**src/hdl/brn_pkg.sv**
```systemverilog
// ----------------------------------------------------------------------------
// brn_pkg
// shared types and codes for the byte range normalizer
// ----------------------------------------------------------------------------
package brn_pkg;

  localparam int OFS_BITS = 48;
  localparam int DELTA_BITS = OFS_BITS + 1;

  typedef logic [OFS_BITS-1:0] ofs_t;

  // result status codes
  localparam logic [1:0] ST_OK       = 2'd0;
  localparam logic [1:0] ST_BOUNDS   = 2'd1;
  localparam logic [1:0] ST_CONFLICT = 2'd2;
  localparam logic [1:0] ST_TOO_MANY = 2'd3;

  // segment kinds
  localparam logic KIND_PAD  = 1'b0;
  localparam logic KIND_DATA = 1'b1;

  typedef struct packed {
    ofs_t dst_ofs;
    ofs_t length;
    ofs_t src_ofs;
    logic last_range;
  } rng_t;

  typedef struct packed {
    logic       seg_kind;
    ofs_t       seg_dst_offset;
    ofs_t       seg_length;
    ofs_t       seg_src_offset;
    logic [1:0] status;
    logic       last_segment;
  } seg_t;

  // one stored copy range
  typedef struct packed {
    ofs_t dst;
    ofs_t len;
    ofs_t src;
  } entry_t;

  // one buffered output segment
  typedef struct packed {
    logic kind;
    ofs_t dst;
    ofs_t len;
    ofs_t src;
  } segent_t;

endpackage

```
**src/hdl/brn_segbuf.sv**
```systemverilog
// ----------------------------------------------------------------------------
// brn_segbuf
// output segment memory, one write and one registered read port
// ----------------------------------------------------------------------------
module brn_segbuf #(
  parameter int DEPTH = 33,
  parameter int AW    = 6
) (
  input  logic             clk,
  input  logic             wr_en,
  input  logic [AW-1:0]    wr_addr,
  input  brn_pkg::segent_t wr_data,
  input  logic [AW-1:0]    rd_addr,
  output brn_pkg::segent_t rd_data
);

  brn_pkg::segent_t mem [DEPTH];

  always_ff @(posedge clk) begin
    if (wr_en) begin
      mem[wr_addr] <= wr_data;
    end
    rd_data <= mem[rd_addr];
  end

endmodule

```
**config.mk**
```make
export PLATFORM = sky130hd
export DESIGN_NAME = brn_segbuf
export DESIGN_NICKNAME = d
export VERILOG_FILES = /design/src/hdl/brn_pkg.sv /design/src/hdl/brn_segbuf.sv
export SDC_FILE = /design/constraint.sdc
export NUM_CORES = 2
export LEC_CHECK = 0
export BUFFER_PORTS_ARGS = -buffer_cell sky130_fd_sc_hd__buf_2
export CAP_MARGIN = 15
export CORE_ASPECT_RATIO = 0.9
export CORE_UTILIZATION = 40
export CTS_CLUSTER_DIAMETER = 100
export DETAILED_ROUTE_END_ITERATION = 10
export PLACE_DENSITY = 0.64
export SLEW_MARGIN = 40
export SYNTH_ARGS = -nofsm -noshare
export SYNTH_HDL_FRONTEND = slang
export SYNTH_MEMORY_MAX_BITS = 65536
export SYNTH_SLANG_ARGS = --single-unit
```
**constraint.sdc**
```tcl
create_clock -name clk -period 12 [get_ports clk]
set_input_delay 2.4 -clock clk [delete_from_list [all_inputs] [get_ports clk]]
set_output_delay 2.4 -clock clk [all_outputs]
set_load 0.05 [all_outputs]
```
==> results.toml <==
[routing]
firstDrtPassIters = 6
drt_wl_total_microns = 491000
remaining_drc_errors = 0
num_vias = 89800
drt_iter0_markers = 10100
wl_per_cell_microns = 31.6
via_per_inst = 5.78
ant_nets = 0

[synth]
avgSynthCellArea_sq_um = 22.3
synth_cell_type_count = 24
synth_edf_count = 4785
syn_nets = 8495
syn_inst = 8336
yosys_register_bits = 4930
synth_flop_cell = "edfxtp_1"
async_flop_share = 0
synth_warnings = 0
seq_area_frac_synth = 0.788
synthesis.area_sq_um = 186000

[placed_design]
io_buffers = 303
dpl.hpwl_microns = 255000
place_congestion = 0.745

[floorplanning]
ios = 304
dieArea_sq_um = 468000
fp-row-count = 237
die_w_microns = 721
start_util = 0.402
chipHeight_microns = 649
core_area_sq_um = 463000

[cells_and_area]
drive_above_1_share = 0.245
nets = 9039
syn_to_final_growth_pct = 14.0
multi_input_area_sq_um = 37600
register_area_sq_um = 147000
n_fill_cell = 37600

[setup_path]
critPathLaunchType = "primary input"
cp-endpoint = "mem[10][18]"
worstRegToRegCells = 4
cp_max_fo = 50
critPathRequiredTime_ns = 12.59
r2r_setup_slack_ns = 10.08
crit_start = "wr_en"
r2r_start = "mem[26][45]"
worst_setup_path_end_kind = "flip-flop"
crit_arrival_ns = 5.98
critical_path_class = "in2reg"
r2r-end = "rd_data[45]"

[power_and_ir_drop]
ir_drop_v = 0.000139
power_mw = 35.5
p_leak_nw = 67.3
p_per_area_nw_per_um2 = 167

[timing]
hold_violations = 0
relSlewSlack = 0.372
tightest_slew_ns = 0.943
slew_violations = 0
skew_ns = 0.0338
setup_violations = 0
tns_ns = 0
rsz0062_at_grt = "no"
period_needed_ns = 5.39
fin_crit_sh = 0.450
max_freq_mhz = 185

[global_route]
grt_use_total = 0.206
grt_max_degree = 127
grt_pass1_vias = 91500
grt-ovfl-total = 0
grt_first_pass_wirelength_microns = 691000
antenna_found_initial = 105

[cts]
root_buffer = "clkbuf_16"
cts-resized-gates = 0
cts_max_level = 5
cts_buffers = 467
cts_setup_buffers = 0
cts_buffer_depth = 4
cts_tree = "yes"
clock-sinks = 4930
cts_hold_buf = 0
worstSkewPairLatency_ns = 0.98
clk_pin_slew_worst_paths_ns = 0.06

[worst_hold_path]
min_path_type = "reg2reg"

[run_status]
status = "finished, final reports clean"

[flow_run]
max-cap-violations = 0
-- synthesized netlist by cell type (2+ instances only) --
cell | count | share of area
nand3b_1 | 148 | 0.0060
nor2b_1 | 4 | 0.00013
nor3_1 | 2 | 0.000054
buf_4 | 45 | 0.0018
or3b_2 | 2 | 0.000094
dfxtp_1 | 145 | 0.016
o22ai_1 | 145 | 0.0049
nand3_1 | 3 | 0.000081
buf_6 | 7 | 0.00042
o31ai_1 | 144 | 0.0058
or2_2 | 2 | 0.000067
nor2_1 | 180 | 0.0036
mux4_2 | 1015 | 0.12
nand2b_1 | 2 | 0.000067
edfxtp_1 | 4785 | 0.77
buf_2 | 148 | 0.0040
clkbuf_1 | 203 | 0.0041
mux2i_1 | 724 | 0.039
o211ai_1 | 289 | 0.012
buf_1 | 47 | 0.00095
nand2_1 | 293 | 0.0059
-- worst max-delay path: stages --
cell and delay (ns):
buf_2 0.12, nor2b_1 0.22, nand2_1 0.48, nor2_4 0.51, buf_4 0.59, buf_4 0.63
buf_12 0.38, buf_16 0.42
-- flip-flops by register name, indices dropped and copies added, names as in the netlist --
name / flops
mem: 4785
rd_data: 145
-- layout by cell type (no fill, tap or decap), drive strengths merged --
| cell | n |
|---|---|
| o31ai | 144 |
| inv | 7 |
| or2 | 2 |
| a221o | 1 |
| or3 | 1 |
| edfxtp | 4785 |
| nor3 | 2 |
| bufinv | 35 |
| nand2b | 2 |
| mux2i | 724 |
| nor2 | 180 |
| clkbuf | 651 |
| o211ai | 289 |
| nand3 | 3 |
| clkinvlp | 17 |
| nor2b | 4 |
| clkinv | 170 |
| buf | 525 |
| nand3b | 148 |
| or3b | 2 |
| a211oi | 1 |
| mux4 | 1015 |
| nand2 | 293 |
| o22ai | 145 |
| dfxtp | 145 |
| diode | 47 |
-- how the worst min path moves through the flow --
stage	start	cells past startpoint	to
final	mem[32][105]	2	rd_data[105]
after global routing	mem[32][29]	2	rd_data[29]
after CTS	mem[32][105]	2	rd_data[105]
after detailed placement	mem[32][143]	1	rd_data[143]
after global placement	mem[32][45]	2	rd_data[45]
after floorplan	mem[32][143]	1	rd_data[143]
-- per-stage QoR --
step	utilization	setup WS (ns)	cell area, sq um	instances	hold WS, ns
global route	0.458	6.55	212000	15500	0.537
finish	0.458	6.61	212000	15600	0.503
global placement	0.422	5.49	195000	14600	0.491
floorplan	-	2.39	186000	8336	0.475
detailed placement	0.424	5.63	196000	14600	0.492
CTS	0.457	6.65	212000	15500	0.506
-- where the power goes --
part,leakage (nW),switching [mW],internal (mW),total [mW]
Clock,7.47,6.26,8.34,14.6
Combinational,15.6,1.10,0.615,1.71
Sequential,44.3,0.106,19.0,19.1
-- cell type report --
| cell class | instances | share of cell area |
|---|---|---|
| clock inverter | 229 | 0.0105 |
| clock buffer | 651 | 0.0615 |
| sequential | 4930 | 0.691 |
| multi-input combinational | 2956 | 0.177 |
| tap | 6214 | 0.0367 |
| timing repair buffer | 525 | 0.0223 |
| antenna | 47 | 0.000555 |
-- cells by family after synthesis --
group | synth area share
buf+inv | 0.0113
simple gates | 0.0161
flops | 0.788
mux | 0.162
compound gates | 0.0225
-- per-layer routing --
| metal | wire length [microns] | track usage |
|---|---|---|
| met2 | 245000 | 0.350 |
| met4 | 16600 | 0.0669 |
| met3 | 39200 | 0.0365 |
| met5 | 270 | 0 |
| met1 | 190000 | 0.270 |
No activity file was read; power rests on OpenSTA's default activity.
